`src/design/kwm_pkg.sv`:
```
package kwm_pkg;

	localparam int MAX_WAYS = 16;
	localparam int WAY_W    = 4;
	localparam int VAL_W    = 32;
	localparam int NUM_W    = 5;
	// The minimum search works on groups of four heads: four groups of four.
	localparam int GRP      = 4;
	localparam int GRP_W    = 2;
	localparam int NGRP     = MAX_WAYS / GRP;

	typedef logic [WAY_W-1:0]        way_t;
	typedef logic signed [VAL_W-1:0] val_t;
	typedef logic [NUM_W-1:0]        num_t;

	typedef struct packed {
		way_t way;
		val_t value;
		logic stream_end;
		logic in_range;
	} item_t;

	typedef struct packed {
		logic             hit;
		logic [GRP_W-1:0] pos;
		val_t             value;
	} pick_t;

	function automatic num_t ways_used(num_t raw);
		num_t n;
		n = raw;
		if (raw < NUM_W'(2)) begin
			n = NUM_W'(2);
		end else if (raw > NUM_W'(MAX_WAYS)) begin
			n = NUM_W'(MAX_WAYS);
		end
		return n;
	endfunction

	// Smallest of up to four candidates; on equal values the lower position wins.
	// All pairwise compares are independent and run side by side.
	function automatic pick_t pick4(logic [GRP-1:0] cand, logic [GRP-1:0][VAL_W-1:0] vals);
		logic [GRP-1:0] win;
		logic           beats;
		pick_t          r;
		for (int j = 0; j < GRP; j++) begin
			win[j] = cand[j];
			for (int k = 0; k < GRP; k++) begin
				if (k != j) begin
					beats = !cand[k] || ($signed(vals[j]) < $signed(vals[k])) ||
						((vals[j] == vals[k]) && (j < k));
					win[j] = win[j] && beats;
				end
			end
		end
		r.hit   = |cand;
		r.pos   = '0;
		r.value = vals[0];
		for (int j = GRP - 1; j >= 0; j--) begin
			if (win[j]) begin
				r.pos   = GRP_W'(j);
				r.value = vals[j];
			end
		end
		return r;
	endfunction

endpackage

```
`src/design/kwm_if.sv`:
```
interface kwm_in_if;
	logic                valid;
	logic                ready;
	kwm_pkg::way_t       way;
	kwm_pkg::val_t       value;
	logic                stream_end;

	modport source(output valid, output way, output value, output stream_end, input ready);
	modport sink(input valid, input way, input value, input stream_end, output ready);
endinterface

interface kwm_out_if;
	logic                valid;
	logic                ready;
	kwm_pkg::val_t       merged_value;
	kwm_pkg::way_t       source_way;
	logic                merge_done;

	modport source(output valid, output merged_value, output source_way, output merge_done,
		input ready);
	modport sink(input valid, input merged_value, input source_way, input merge_done,
		output ready);
endinterface

```
`src/design/kwm_front.sv`:
```
module kwm_front (
	input  logic                  clk,
	input  logic                  arst_n,
	kwm_in_if.sink                in_ch,
	input  kwm_pkg::num_t         n,
	output kwm_pkg::item_t        item,
	output logic                  item_valid,
	input  logic                  item_pop
);

	kwm_pkg::item_t q_q [2];
	logic           rd_ptr_q;
	logic           wr_ptr_q;
	logic [1:0]     cnt_q;
	logic           push;
	kwm_pkg::item_t entry;

	assign in_ch.ready = (cnt_q != 2'd2);
	assign push        = in_ch.valid && in_ch.ready;
	assign item        = q_q[rd_ptr_q];
	assign item_valid  = (cnt_q != 2'd0);

	// Classify at the door: a way beyond the current count is marked out of range.
	always_comb begin
		entry.way        = in_ch.way;
		entry.value      = in_ch.value;
		entry.stream_end = in_ch.stream_end;
		entry.in_range   = (kwm_pkg::num_t'(in_ch.way) < n);
	end

	always_ff @(posedge clk) begin
		if (push) begin
			q_q[wr_ptr_q] <= entry;
		end
	end

	always_ff @(posedge clk or negedge arst_n) begin
		if (!arst_n) begin
			rd_ptr_q <= 1'b0;
			wr_ptr_q <= 1'b0;
			cnt_q    <= 2'd0;
		end else begin
			if (push) begin
				wr_ptr_q <= !wr_ptr_q;
			end
			if (item_pop) begin
				rd_ptr_q <= !rd_ptr_q;
			end
			unique case ({push, item_pop})
				2'b10:   cnt_q <= cnt_q + 2'd1;
				2'b01:   cnt_q <= cnt_q - 2'd1;
				default: cnt_q <= cnt_q;
			endcase
		end
	end

endmodule

```
`src/design/kwm_back.sv`:
```
module kwm_back (
	input  logic                  clk,
	input  logic                  arst_n,
	input  kwm_pkg::num_t         n,
	input  kwm_pkg::item_t        item,
	input  logic                  item_valid,
	output logic                  item_pop,
	kwm_out_if.source             out_ch
);

	logic [kwm_pkg::MAX_WAYS-1:0] act_q;
	logic [kwm_pkg::MAX_WAYS-1:0] pres_q;
	kwm_pkg::val_t                head_q [kwm_pkg::MAX_WAYS];

	logic [kwm_pkg::MAX_WAYS-1:0] eff_act;
	logic [kwm_pkg::MAX_WAYS-1:0] eff_pres;
	logic [kwm_pkg::MAX_WAYS-1:0] act_d;
	logic [kwm_pkg::MAX_WAYS-1:0] pres_d;
	logic [kwm_pkg::MAX_WAYS-1:0] head_we;

	logic v_s1_q;
	logic v_s2_q;

	logic [kwm_pkg::NGRP-1:0]                   g_any;
	logic [kwm_pkg::NGRP-1:0]                   g_need;
	logic [kwm_pkg::NGRP-1:0]                   g_cand;
	logic [kwm_pkg::NGRP-1:0][kwm_pkg::VAL_W-1:0] g_val;
	kwm_pkg::way_t                              g_idx [kwm_pkg::NGRP];

	logic [kwm_pkg::NGRP-1:0]                   g_any_s2;
	logic [kwm_pkg::NGRP-1:0]                   g_need_s2;
	logic [kwm_pkg::NGRP-1:0]                   g_cand_s2;
	logic [kwm_pkg::NGRP-1:0][kwm_pkg::VAL_W-1:0] g_val_s2;
	kwm_pkg::way_t                              g_idx_s2 [kwm_pkg::NGRP];

	kwm_pkg::pick_t sel;
	kwm_pkg::way_t  best_way;
	logic           done_now;
	logic           emit_now;
	logic           res_now;
	logic           out_free;
	logic           s2_go;

	logic           out_v_q;
	kwm_pkg::val_t  out_val_q;
	kwm_pkg::way_t  out_way_q;
	logic           out_done_q;

	// Stage 1: reduce each group of four heads to its smallest candidate.
	always_comb begin
		logic [kwm_pkg::GRP-1:0]                     cand;
		logic [kwm_pkg::GRP-1:0][kwm_pkg::VAL_W-1:0] vals;
		kwm_pkg::pick_t                              gp;
		int                                          i;
		for (int g = 0; g < kwm_pkg::NGRP; g++) begin
			g_any[g]  = 1'b0;
			g_need[g] = 1'b0;
			for (int p = 0; p < kwm_pkg::GRP; p++) begin
				i = g * kwm_pkg::GRP + p;
				cand[p] = 1'b0;
				vals[p] = head_q[i];
				if ((kwm_pkg::num_t'(i) < n) && act_q[i]) begin
					g_any[g] = 1'b1;
					if (pres_q[i]) begin
						cand[p] = 1'b1;
					end else begin
						g_need[g] = 1'b1;
					end
				end
			end
			gp        = kwm_pkg::pick4(cand, vals);
			g_cand[g] = gp.hit;
			g_val[g]  = gp.value;
			g_idx[g]  = kwm_pkg::way_t'(g * kwm_pkg::GRP + int'(gp.pos));
		end
	end

	always_ff @(posedge clk) begin
		if (v_s1_q) begin
			g_any_s2  <= g_any;
			g_need_s2 <= g_need;
			g_cand_s2 <= g_cand;
			g_val_s2  <= g_val;
			g_idx_s2  <= g_idx;
		end
	end

	// Stage 2: pick across groups and decide between done, emit or nothing.
	assign sel      = kwm_pkg::pick4(g_cand_s2, g_val_s2);
	assign best_way = g_idx_s2[sel.pos];
	assign done_now = !(|g_any_s2);
	assign emit_now = !done_now && !(|g_need_s2) && sel.hit;
	assign res_now  = done_now || emit_now;
	assign out_free = !out_v_q || out_ch.ready;
	assign s2_go    = v_s2_q && (!res_now || out_free);

	// A new transaction may enter in the same cycle the previous one retires;
	// it then sees the state as that retirement leaves it.
	assign item_pop = item_valid && !v_s1_q && (!v_s2_q || s2_go);

	always_comb begin
		logic hit;
		for (int i = 0; i < kwm_pkg::MAX_WAYS; i++) begin
			eff_act[i]  = (s2_go && done_now) ? 1'b1 : act_q[i];
			eff_pres[i] = pres_q[i];
			if (s2_go && done_now) begin
				eff_pres[i] = 1'b0;
			end else if (s2_go && emit_now && (best_way == kwm_pkg::way_t'(i))) begin
				eff_pres[i] = 1'b0;
			end
			hit = item_pop && item.in_range && (item.way == kwm_pkg::way_t'(i)) &&
				eff_act[i] && !eff_pres[i];
			act_d[i]   = (hit && item.stream_end) ? 1'b0 : eff_act[i];
			pres_d[i]  = (hit && !item.stream_end) ? 1'b1 : eff_pres[i];
			head_we[i] = hit && !item.stream_end;
		end
	end

	always_ff @(posedge clk) begin
		for (int i = 0; i < kwm_pkg::MAX_WAYS; i++) begin
			if (head_we[i]) begin
				head_q[i] <= item.value;
			end
		end
	end

	always_ff @(posedge clk or negedge arst_n) begin
		if (!arst_n) begin
			act_q   <= '1;
			pres_q  <= '0;
			v_s1_q  <= 1'b0;
			v_s2_q  <= 1'b0;
			out_v_q <= 1'b0;
		end else begin
			act_q  <= act_d;
			pres_q <= pres_d;
			v_s1_q <= item_pop;
			if (v_s1_q) begin
				v_s2_q <= 1'b1;
			end else if (s2_go) begin
				v_s2_q <= 1'b0;
			end
			if (s2_go && res_now) begin
				out_v_q <= 1'b1;
			end else if (out_ch.ready) begin
				out_v_q <= 1'b0;
			end
		end
	end

	always_ff @(posedge clk) begin
		if (s2_go && res_now) begin
			out_val_q  <= done_now ? '0 : sel.value;
			out_way_q  <= done_now ? '0 : best_way;
			out_done_q <= done_now;
		end
	end

	assign out_ch.valid        = out_v_q;
	assign out_ch.merged_value = out_val_q;
	assign out_ch.source_way   = out_way_q;
	assign out_ch.merge_done   = out_done_q;

	a_one_in_flight: assert property (@(posedge clk) disable iff (!arst_n)
		!(v_s1_q && v_s2_q))
		else $error("two transactions in the search pipeline at once");

	a_pop_gap: assert property (@(posedge clk) disable iff (!arst_n)
		item_pop |=> !item_pop)
		else $error("transactions entered the back end on consecutive cycles");

	a_done_clears: assert property (@(posedge clk) disable iff (!arst_n)
		(s2_go && done_now) |=> ($countones(act_q) >= kwm_pkg::MAX_WAYS - 1))
		else $error("ways still retired after a done result");

	a_way_in_count: assert property (@(posedge clk) disable iff (!arst_n)
		(s2_go && emit_now) |-> (kwm_pkg::num_t'(best_way) < n))
		else $error("emitted a head from a way beyond the count");

	a_emit_present: assert property (@(posedge clk) disable iff (!arst_n)
		(s2_go && emit_now) |-> pres_q[best_way])
		else $error("emitted a head that is not present");

endmodule

```
`src/design/k_way_merge_core.sv`:
```
// Channel   Dir  Handshake           Payload
// in_ch     in   valid/ready         way, value, stream_end
// out_ch    out  valid/ready         merged_value, source_way, merge_done
// cfg       in   cfg_wr_en (no wait) cfg_wr_data = num_ways
//
// A transaction passes through the back end in three steps: apply to the head store,
// group search over four heads, then the cross-group pick that decides the result.
// The next transaction enters as the previous one retires, so the back end takes no
// new transaction before the last is through the two-stage minimum search loop.
// Reset clears the way marks, the queue and the output register at once; no sweep.
// A two-entry queue decouples input acceptance from the search; a held result in the
// output register stalls only the back end until out_ch takes it.
module k_way_merge_core (
	input  logic                  clk,
	input  logic                  arst_n,
	kwm_in_if.sink                in_ch,
	kwm_out_if.source             out_ch,
	input  logic                  cfg_wr_en,
	input  kwm_pkg::num_t         cfg_wr_data
);

	kwm_pkg::num_t  num_ways_q;
	kwm_pkg::num_t  n;
	kwm_pkg::item_t item;
	logic           item_valid;
	logic           item_pop;

	always_ff @(posedge clk or negedge arst_n) begin
		if (!arst_n) begin
			num_ways_q <= kwm_pkg::num_t'(2);
		end else if (cfg_wr_en) begin
			num_ways_q <= cfg_wr_data;
		end
	end

	assign n = kwm_pkg::ways_used(num_ways_q);

	kwm_front u_front (
		.clk        (clk),
		.arst_n     (arst_n),
		.in_ch      (in_ch),
		.n          (n),
		.item       (item),
		.item_valid (item_valid),
		.item_pop   (item_pop)
	);

	kwm_back u_back (
		.clk        (clk),
		.arst_n     (arst_n),
		.n          (n),
		.item       (item),
		.item_valid (item_valid),
		.item_pop   (item_pop),
		.out_ch     (out_ch)
	);

endmodule

```
`src/flat_wrapper.sv`:
```
// flat-port wrapper written by rule: the top's interface ports become plain ports
module k_way_merge_core_flat 
  (clk, arst_n, cfg_wr_en, cfg_wr_data, in_ch_valid, in_ch_way, in_ch_value, in_ch_stream_end, in_ch_ready, out_ch_valid, out_ch_merged_value, out_ch_source_way, out_ch_merge_done, out_ch_ready);
  kwm_in_if in_ch_i ();
  kwm_out_if out_ch_i ();
  input  logic clk;
  input  logic arst_n;
  input  logic cfg_wr_en;
  input  kwm_pkg::num_t cfg_wr_data;
  input wire logic [$bits(in_ch_i.valid)-1:0] in_ch_valid;
  input wire logic [$bits(in_ch_i.way)-1:0] in_ch_way;
  input wire logic [$bits(in_ch_i.value)-1:0] in_ch_value;
  input wire logic [$bits(in_ch_i.stream_end)-1:0] in_ch_stream_end;
  output wire logic [$bits(in_ch_i.ready)-1:0] in_ch_ready;
  output wire logic [$bits(out_ch_i.valid)-1:0] out_ch_valid;
  output wire logic [$bits(out_ch_i.merged_value)-1:0] out_ch_merged_value;
  output wire logic [$bits(out_ch_i.source_way)-1:0] out_ch_source_way;
  output wire logic [$bits(out_ch_i.merge_done)-1:0] out_ch_merge_done;
  input wire logic [$bits(out_ch_i.ready)-1:0] out_ch_ready;
  assign in_ch_i.valid = in_ch_valid;
  assign in_ch_i.way = in_ch_way;
  assign in_ch_i.value = in_ch_value;
  assign in_ch_i.stream_end = in_ch_stream_end;
  assign in_ch_ready = in_ch_i.ready;
  assign out_ch_valid = out_ch_i.valid;
  assign out_ch_merged_value = out_ch_i.merged_value;
  assign out_ch_source_way = out_ch_i.source_way;
  assign out_ch_merge_done = out_ch_i.merge_done;
  assign out_ch_i.ready = out_ch_ready;
  k_way_merge_core u_core (.clk(clk), .arst_n(arst_n), .in_ch(in_ch_i), .out_ch(out_ch_i), .cfg_wr_en(cfg_wr_en), .cfg_wr_data(cfg_wr_data));
endmodule
```
`config.mk`:
```
export PLATFORM = sky130hd
export DESIGN_NAME = k_way_merge_core_flat
export DESIGN_NICKNAME = d
export VERILOG_FILES = /design/src/design/kwm_pkg.sv /design/src/design/kwm_if.sv /design/src/design/kwm_front.sv /design/src/design/kwm_back.sv /design/src/design/k_way_merge_core.sv /design/src/flat_wrapper.sv
export SDC_FILE = /design/constraint.sdc
export NUM_CORES = 2
export LEC_CHECK = 0
export ABC_AREA = 0
export BUFFER_PORTS_ARGS = -buffer_cell sky130_fd_sc_hd__buf_2
export CAP_MARGIN = 0
export CORE_MARGIN = 4
export CORE_UTILIZATION = 50
export DETAILED_ROUTE_END_ITERATION = 7
export GPL_TIMING_DRIVEN = 0
export PLACE_DENSITY = 0.62
export SYNTH_ARGS = -nofsm -noshare
export SYNTH_HDL_FRONTEND = slang
export SYNTH_SLANG_ARGS = --single-unit
```
`constraint.sdc`:
```
create_clock -name clk -period 7.4 [get_ports clk]
set_input_delay 1.48 -clock clk [delete_from_list [all_inputs] [get_ports clk]]
set_output_delay 1.48 -clock clk [all_outputs]
set_load 0.1 [all_outputs]
```
# After elaboration in Yosys (flattened, before gate mapping)
# Memory sizes are Yosys's and may differ from the RTL's.
# Cells that the tools add are included.
dict set report word_totals {
  output_inout_bits 39
  inputBits 47
  romBits 0
  mem_count 2
  word_cells 789
  register_bits 235
  latchBits 0
  ram_bits 588
}
dict set report op_classes {
  addsub 5
  reduce_logical 354
  div_mod_pow 0
  eq_ne 63
  mul 0
  mux 257
  order_cmp 80
  n_bitwise 1
  shift 0
}
# name depth word_bits rd rd_clocked_by_memory_dff wr line_no
set mem_list {}
lappend mem_list {u_core.u_back.head_q 16 32 16 0 1 kwm_back.sv:13} ;# kwm_pkg::val_t head_q [kwm_pkg::MAX_WAYS];
lappend mem_list {u_core.u_front.q_q 2 38 1 0 1 kwm_front.sv:11} ;# kwm_pkg::item_t q_q [2];
# cell n
set ops {}
lappend ops {{32-bit less-than comparator} 60}
lappend ops {{32-bit == test} 30}
lappend ops {{34-bit 2-to-1 mux} 18}
lappend ops {{32-bit 2-to-1 mux} 16}
lappend ops {{32-bit OR reduction} 15}
lappend ops {{1-bit 2-to-1 mux} 201}
lappend ops {{1-bit logical AND} 182}
lappend ops {{1-bit logical OR} 94}
lappend ops {{4-bit 2-to-1 mux} 17}
lappend ops {{4-bit == test, second input constant} 16}
lappend ops {{1-bit zero test} 45}
lappend ops {{4-bit by 5-bit less-than comparator with 1-bit output, first input constant} 8}
lappend ops {{33-bit 2-to-1 mux} 1}
lappend ops {{4-bit by 3-bit == test with 1-bit output, second input constant} 8}
lappend ops {{4-bit OR reduction} 7}
lappend ops {{3-bit by 5-bit less-than comparator with 1-bit output, first input constant} 4}
lappend ops {{4-bit by 2-bit == test with 1-bit output, second input constant} 4}
lappend ops {{3-bit OR reduction} 4}
lappend ops {{1-bit by 5-bit less-than comparator with 1-bit output, first input constant} 2}
lappend ops {{2-bit by 5-bit less-than comparator with 1-bit output, first input constant} 2}
lappend ops {{5-bit 2-to-1 mux} 2}
lappend ops {{4-bit by 2-bit adder with 4-bit output, first input constant} 2}
lappend ops {{4-bit binary-select mux with 2-bit select} 1}
lappend ops {{4-bit by 1-bit == test with 1-bit output, second input constant} 2}
lappend ops {{other kinds (15)} 19}

# Longest topological paths before layout
dict set report logic_depth {
  depth_word 38
  mapped_depth 15
  depth_no_buf 13
}

# Cells and area by module
# From an unflattened synthesis, not the netlist that was laid out.
dict set report unflattened {
  cells_unflattened 5010
  area_unflattened_um2 55298.0
}
# module instances seq_area_each_um2 area_each_um2 cells_each
set by_module_without_submodules {}
lappend by_module_without_submodules {kwm_back 1 21825.9 52017.4 4847}
lappend by_module_without_submodules {kwm_front 1 2382.3 3055.4 146}
lappend by_module_without_submodules {k_way_merge_core 1 126.4 225.2 17}

# Least setup slack after synthesis
# Ideal clock, no wire load.
dict set report synth_timing {
  kind {reg2reg}
  startpoint {register u_core.u_back.v_s1_q}
  endpoint {memory u_core.u_back.head_q[0][100] (netlist bit), enable pin}
  arrival_time_ns 6.253
  setup_slack_ns 0.679
  period_less_slack_ns 6.721
  setup_ns 0.468
  t_required_ns 6.932
  path_stages_with_launch 7
  n_path_buf 0
  cell_sequence {dfrtp_1 > a31oi_1 > o21a_1 > nor2b_1 > o21ai_0 > or2_0 > nor3b_1}
}
dict set report synth_via {
  elab_cells_between_ends 145
  cone_classes {62 x mux; 83 x reduce/logical}
}
# element line_no
set synth_lines {}
lappend synth_lines {{start: declaration} kwm_back.sv:21} ;# logic v_s1_q;
lappend synth_lines {{start signal: assignment} kwm_back.sv:137} ;# v_s1_q <= item_pop;
lappend synth_lines {{1-bit zero test (*)} kwm_back.sv:99} ;# assign item_pop = item_valid && !v_s1_q && (!v_s2_q || s2_go);
lappend synth_lines {{1-bit logical AND (*) (2 in series)} kwm_back.sv:99}
lappend synth_lines {{net u_core.item_pop} k_way_merge_core.sv:26} ;# logic item_pop;
lappend synth_lines {{1-bit logical AND (*) (3 in series)} kwm_back.sv:111} ;# hit = item_pop && item.in_range && (item.way == kwm_pkg::way_t'(i)) &&
lappend synth_lines {{1-bit logical AND (*)} kwm_back.sv:112} ;# eff_act[i] && !eff_pres[i];
lappend synth_lines {{1-bit logical AND (*)} kwm_back.sv:115} ;# head_we[i] = hit && !item.stream_end;
lappend synth_lines {{net u_core.u_back.head_we, one bit} kwm_back.sv:19} ;# logic [kwm_pkg::MAX_WAYS-1:0] head_we;
lappend synth_lines {{1-bit 2-to-1 mux (*)} kwm_back.sv:121} ;# if (head_we[i]) begin
lappend synth_lines {{1-bit 2-to-1 mux (not written as such) (*)} kwm_back.sv:122} ;# head_q[i] <= item.value;
lappend synth_lines {{32-bit OR reduction (no source line)} -}
lappend synth_lines {{4-bit 2-to-1 mux (no source line) or 1-bit 2-to-1 mux (tied branches) (13 in series)} -}
lappend synth_lines {{end: declaration} kwm_back.sv:13}
# The timed path passes the listed nets; every way through them passes the cells marked *.

# Worst setup path after layout
dict set report layout_timing {
  startpoint {register u_core.u_back.g_val_s2[127] (netlist bit)}
  endpoint {memory u_core.u_back.head_q[1][6] (netlist bit), enable pin}
}
dict set report layout_via {
  elab_cells_between_ends 221
  cone_classes {6 x order compare; 18 x eq/ne; 101 x mux; 1 x bitwise; 95 x reduce/logical}
}
# element line_no
set layout_lines {}
lappend layout_lines {{start: declaration} kwm_back.sv:33} ;# logic [kwm_pkg::NGRP-1:0][kwm_pkg::VAL_W-1:0] g_val_s2;
lappend layout_lines {{start signal: assignment} kwm_back.sv:83} ;# g_val_s2 <= g_val;
lappend layout_lines {{32-bit less-than comparator} kwm_pkg.sv:50} ;# beats = !cand[k] || ($signed(vals[j]) < $signed(vals[k])) ||
lappend layout_lines {{1-bit logical OR} kwm_pkg.sv:50}
lappend layout_lines {{1-bit logical AND (3 in series)} kwm_pkg.sv:52} ;# win[j] = win[j] && beats;
lappend layout_lines {{34-bit 2-to-1 mux (3 in series)} kwm_pkg.sv:60} ;# if (win[j]) begin
lappend layout_lines {{34-bit 2-to-1 mux (*)} kwm_pkg.sv:60}
lappend layout_lines {{2-bit inverter with 3-bit output (not written as such) (*)} kwm_back.sv:90} ;# assign best_way = g_idx_s2[sel.pos];
lappend layout_lines {{4-bit binary-select mux with 2-bit select (*)} kwm_back.sv:90}
lappend layout_lines {{4-bit 2-to-1 mux (not written as such) (*) (2 in series)} kwm_back.sv:90}
lappend layout_lines {{(+4 left out)} -}
lappend layout_lines {{1-bit zero test (*)} kwm_back.sv:112}
lappend layout_lines {{1-bit logical AND (*)} kwm_back.sv:112}
lappend layout_lines {{1-bit logical AND (*)} kwm_back.sv:115}
lappend layout_lines {{net u_core.u_back.head_we, one bit} kwm_back.sv:19}
lappend layout_lines {{1-bit 2-to-1 mux (*)} kwm_back.sv:121}
lappend layout_lines {{1-bit 2-to-1 mux (not written as such) (*)} kwm_back.sv:122}
lappend layout_lines {{32-bit OR reduction (no source line)} -}
lappend layout_lines {{4-bit 2-to-1 mux (no source line) or 1-bit 2-to-1 mux (tied branches) (8 in series)} -}
# The timed path passes the listed nets; every way through them passes the cells marked *. The select of a mux whose other input is x is not followed.

==> flow_summary.json <==
{
  "cap_violations": 0,
  "netlist_area_um2": 56180,
  "whs_ns": 0.5013,
  "cp_data_arrival_time_ns": 7.15,
  "synthFlopType": "edfxtp_1",
  "hold_viol_final": 0,
  "vias_per_cell": 6.426,
  "post-synth-top-area-cell": "edfxtp_1",
  "die_h_um": 343.2,
  "root_buffer": "clkbuf_16",
  "cts_tree": "yes",
  "layout-drive-gt1-share_pct": 7.455,
  "status": "finished, final reports clean",
  "ys_types": 87,
  "synth_seq_cells": 817,
  "grt_pass1_vias": 42660,
  "grtUsageTotal_pct": 33.06,
  "vias": 44400,
  "startpoint_type": "flip-flop",
  "gp_congestion": 0.9727,
  "cts_resized": 0,
  "portBuffers": 85,
  "syn_avg_cell_area_um2": 10.93,
  "dieArea_um2": 117800,
  "cts_post_setup_buffers_inserted": 0,
  "clk_pin_slew_ns": 0.06,
  "dp_hpwl_um": 151800,
  "fill_cells": 9829,
  "grt_pass1_wl_um": 286000,
  "rsz0062_at_grt": "no",
  "start_util_pct": 50.55,
  "relSlewSlack_pct": 2.679,
  "ant_nets": 0,
  "total_power_uw": 19580,
  "area_growth_pct": 10.44,
  "setup_violations": 0,
  "numCtsBuffers": 91,
  "hold_depth": 1,
  "reg2reg_depth": 11,
  "worstPathMaxFanout": 32,
  "synthCells": 5138,
  "synth_area_leaders": "edfxtp_1 (41%), ha_1 (21%), inv_1 (3.6%)",
  "drtIter0Drc": 5119,
  "seq_area_um2": 24340,
  "antenna_found_initial": 21,
  "cp.required_ns": 7.68,
  "async_flop_share_pct": 5.386,
  "yosysSeqAreaShare_pct": 43.32,
  "synth-edff-count": 773,
  "grt_overflow": 0,
  "wirelength_um": 197300,
  "fin_util_pct": 55.83,
  "ioPinCount": 86,
  "grt_start_max_net_pins": 65,
  "tns_ns": 0,
  "dp_slack_ns": 0.7776,
  "multi_input_area_um2": 29330,
  "worst_slack_ns": 0.5247,
  "clockBufferDepth": 3,
  "ir_worst_vdd_mv": 0.3248,
  "crit_path_end_kind": "flip-flop",
  "num_rows": 122,
  "drv_slew": 0,
  "worst_slew_pin_slew_ns": 1.460,
  "clkLatencyLatePin_ns": 0.70,
  "yosysWarnings": 0,
  "power.leakage_uw": 0.02695,
  "htree_levels": 3,
  "hold_path_class": "flip-flop to flip-flop",
  "hold_buffers": 0,
  "die_x_um": 343.2,
  "core_area_um2": 111100,
  "firstDrtPassIters": 6,
  "cts.sinks": 817,
  "powerDensity_nw_per_um2": 315.7,
  "fmax_mhz": 145.4,
  "nets": 6351,
  "period_minus_slack_ns": 6.875,
  "period_share_pct": 92.91,
  "clock_skew_ns": 0.03714,
  "crit_type": "flip-flop to flip-flop",
  "synth_fp_nets": 6149,
  "drc": 0,
  "r2r_slack_ns": 0.52,
  "wire_per_inst_um": 28.56,
  "synth_top_area_share_pct": 41.32
}
## cell usage in the layout, fill, tap and decap left out, types with 14 or more instances in the layout
| cell type | count |
|---|---|
| a211oi_1 | 70 |
| a21o_1 | 182 |
| a21oi_1 | 312 |
| a221o_1 | 105 |
| a221oi_1 | 15 |
| a22oi_1 | 35 |
| a31oi_1 | 30 |
| a32oi_1 | 32 |
| and2_1 | 51 |
| and3_1 | 24 |
| buf_2 | 107 |
| clkbuf_1 | 117 |
| clkbuf_16 | 95 |
| clkinv_2 | 19 |
| dfrtp_1 | 26 |
| dfstp_2 | 17 |
| edfxtp_1 | 773 |
| ha_1 | 964 |
| inv_1 | 537 |
| mux2_2 | 46 |
| mux2i_1 | 142 |
| nand2_1 | 218 |
| nand2b_1 | 30 |
| nand3_1 | 70 |
| nand4_1 | 175 |
| nor2_1 | 257 |
| nor2b_1 | 67 |
| nor3_1 | 131 |
| nor4_1 | 26 |
| o211ai_1 | 35 |
| o21a_1 | 67 |
| o21ai_0 | 216 |
| o21bai_1 | 19 |
| o221ai_1 | 39 |
| o31ai_1 | 49 |
| or2_2 | 15 |
| or3_1 | 19 |
| or4_1 | 14 |
## logic make-up after synthesis
| family | count (synthesis) | synth area share (%) |
|---|---|---|
| xor gates and xnor gates | 8 | 0.1247 |
| muxes | 188 | 3.452 |
| buffers and inverters | 674 | 4.572 |
| and+or+nand+nor | 1155 | 10.55 |
| AOI/OAI and AO/OA | 1332 | 16.52 |
| DFF | 817 | 43.32 |
| adders and majority gates | 964 | 21.47 |
## per-stage QoR
step	cell area (um2)	cells
global route	62040	6907
CTS	62040	6907
finish	62040	6909
floorplan	56180	5138
global placement	58470	6711
detailed placement	58920	6735
## report_power, final
part           leakage (uW)  internal [uW]  switching, uW  total (uW)
Combinational        0.0179           2280           5300        7590
Clock               0.00150           2760           1980        4740
Sequential          0.00759           6400            862        7260
## final cells by class
cell class	count	share of cell area, %
Tap cell	1488	3.001
Timing Repair Buffer	109	1.319
Inverter	537	3.249
Antenna cell	2	0.008067
Multi-Input combinational cell	3647	47.28
Clock buffer	110	3.939
Clock inverter	62	1.085
Buffer	137	0.8914
Sequential cell	817	39.23
## state kept, by name (all words and copies together) (netlist names), 4 cells and up
signal                             cells
u_core.num_ways_q                      5
u_core.u_back.out_ch.merged_value     32
u_core.u_back.g_idx_s2                 8
u_core.u_back.out_ch.source_way        4
u_core.u_back.pres_q                  16
u_core.u_back.act_q                   16
u_core.u_back.head_q                 512
u_core.u_back.g_cand_s2                4
u_core.u_back.g_any_s2                 4
u_core.u_back.g_val_s2               128
u_core.u_back.g_need_s2                4
u_core.u_front.q_q                    76
## Yosys cell counts, types with 11 or more instances
library cell,number
a2111oi_0,12
a211o_1,11
a211oi_1,70
a21o_1,182
a21oi_1,312
a221o_1,105
a221oi_1,15
a22oi_1,35
a31oi_1,30
a32oi_1,32
and2_1,51
and3_1,25
and4_1,12
buf_2,22
clkbuf_1,103
dfrtp_1,27
dfstp_2,17
edfxtp_1,773
ha_1,964
inv_1,537
mux2_2,46
mux2i_1,142
nand2_1,219
nand2b_1,30
nand3_1,70
nand4_1,175
nor2_1,259
nor2b_1,68
nor3_1,133
nor4_1,26
o211ai_1,35
o21a_1,67
o21ai_0,216
o21bai_1,19
o221ai_1,39
o31ai_1,49
or2_2,15
or3_1,19
or4_1,14
## critical path, stage by stage (launching register included)
cell	delay [ns]
edfxtp_1	0.58
ha_1	0.44
nand4_1	0.14
or4_1	0.64
a211oi_1	0.51
nor3_1	0.18
xnor2_1	0.19
a2111o_1	0.56
o311ai_1	0.87
a32oi_2	0.47
nor2_1	0.63
a31o_2	1.15
## routing by layer
metal / track usage (%) / up-vias / part of all wire (%)
met1: 46.73 / 21750 / 43
met4: 11.87 / 0 / 4.1
met3: 7.536 / 387 / 10
met2: 49.90 / 2073 / 43
li1: - / 20190 / -
met5: 0 / - / 0
## final timing paths
check                                                  from                         end
worst max-delay path            u_core.u_back.g_val_s2[127]  u_core.u_back.head_q[1][6]
worst min-delay path                u_core.u_front.cnt_q[1]     u_core.u_front.cnt_q[1]
worst max register to register  u_core.u_back.g_val_s2[127]  u_core.u_back.head_q[1][6]
worst min register to register      u_core.u_front.cnt_q[1]     u_core.u_front.cnt_q[1]
max in group asynchronous                            arst_n        u_core.u_back.v_s1_q
min in group asynchronous                            arst_n        u_core.num_ways_q[3]
(Power assumes the default switching activity.)
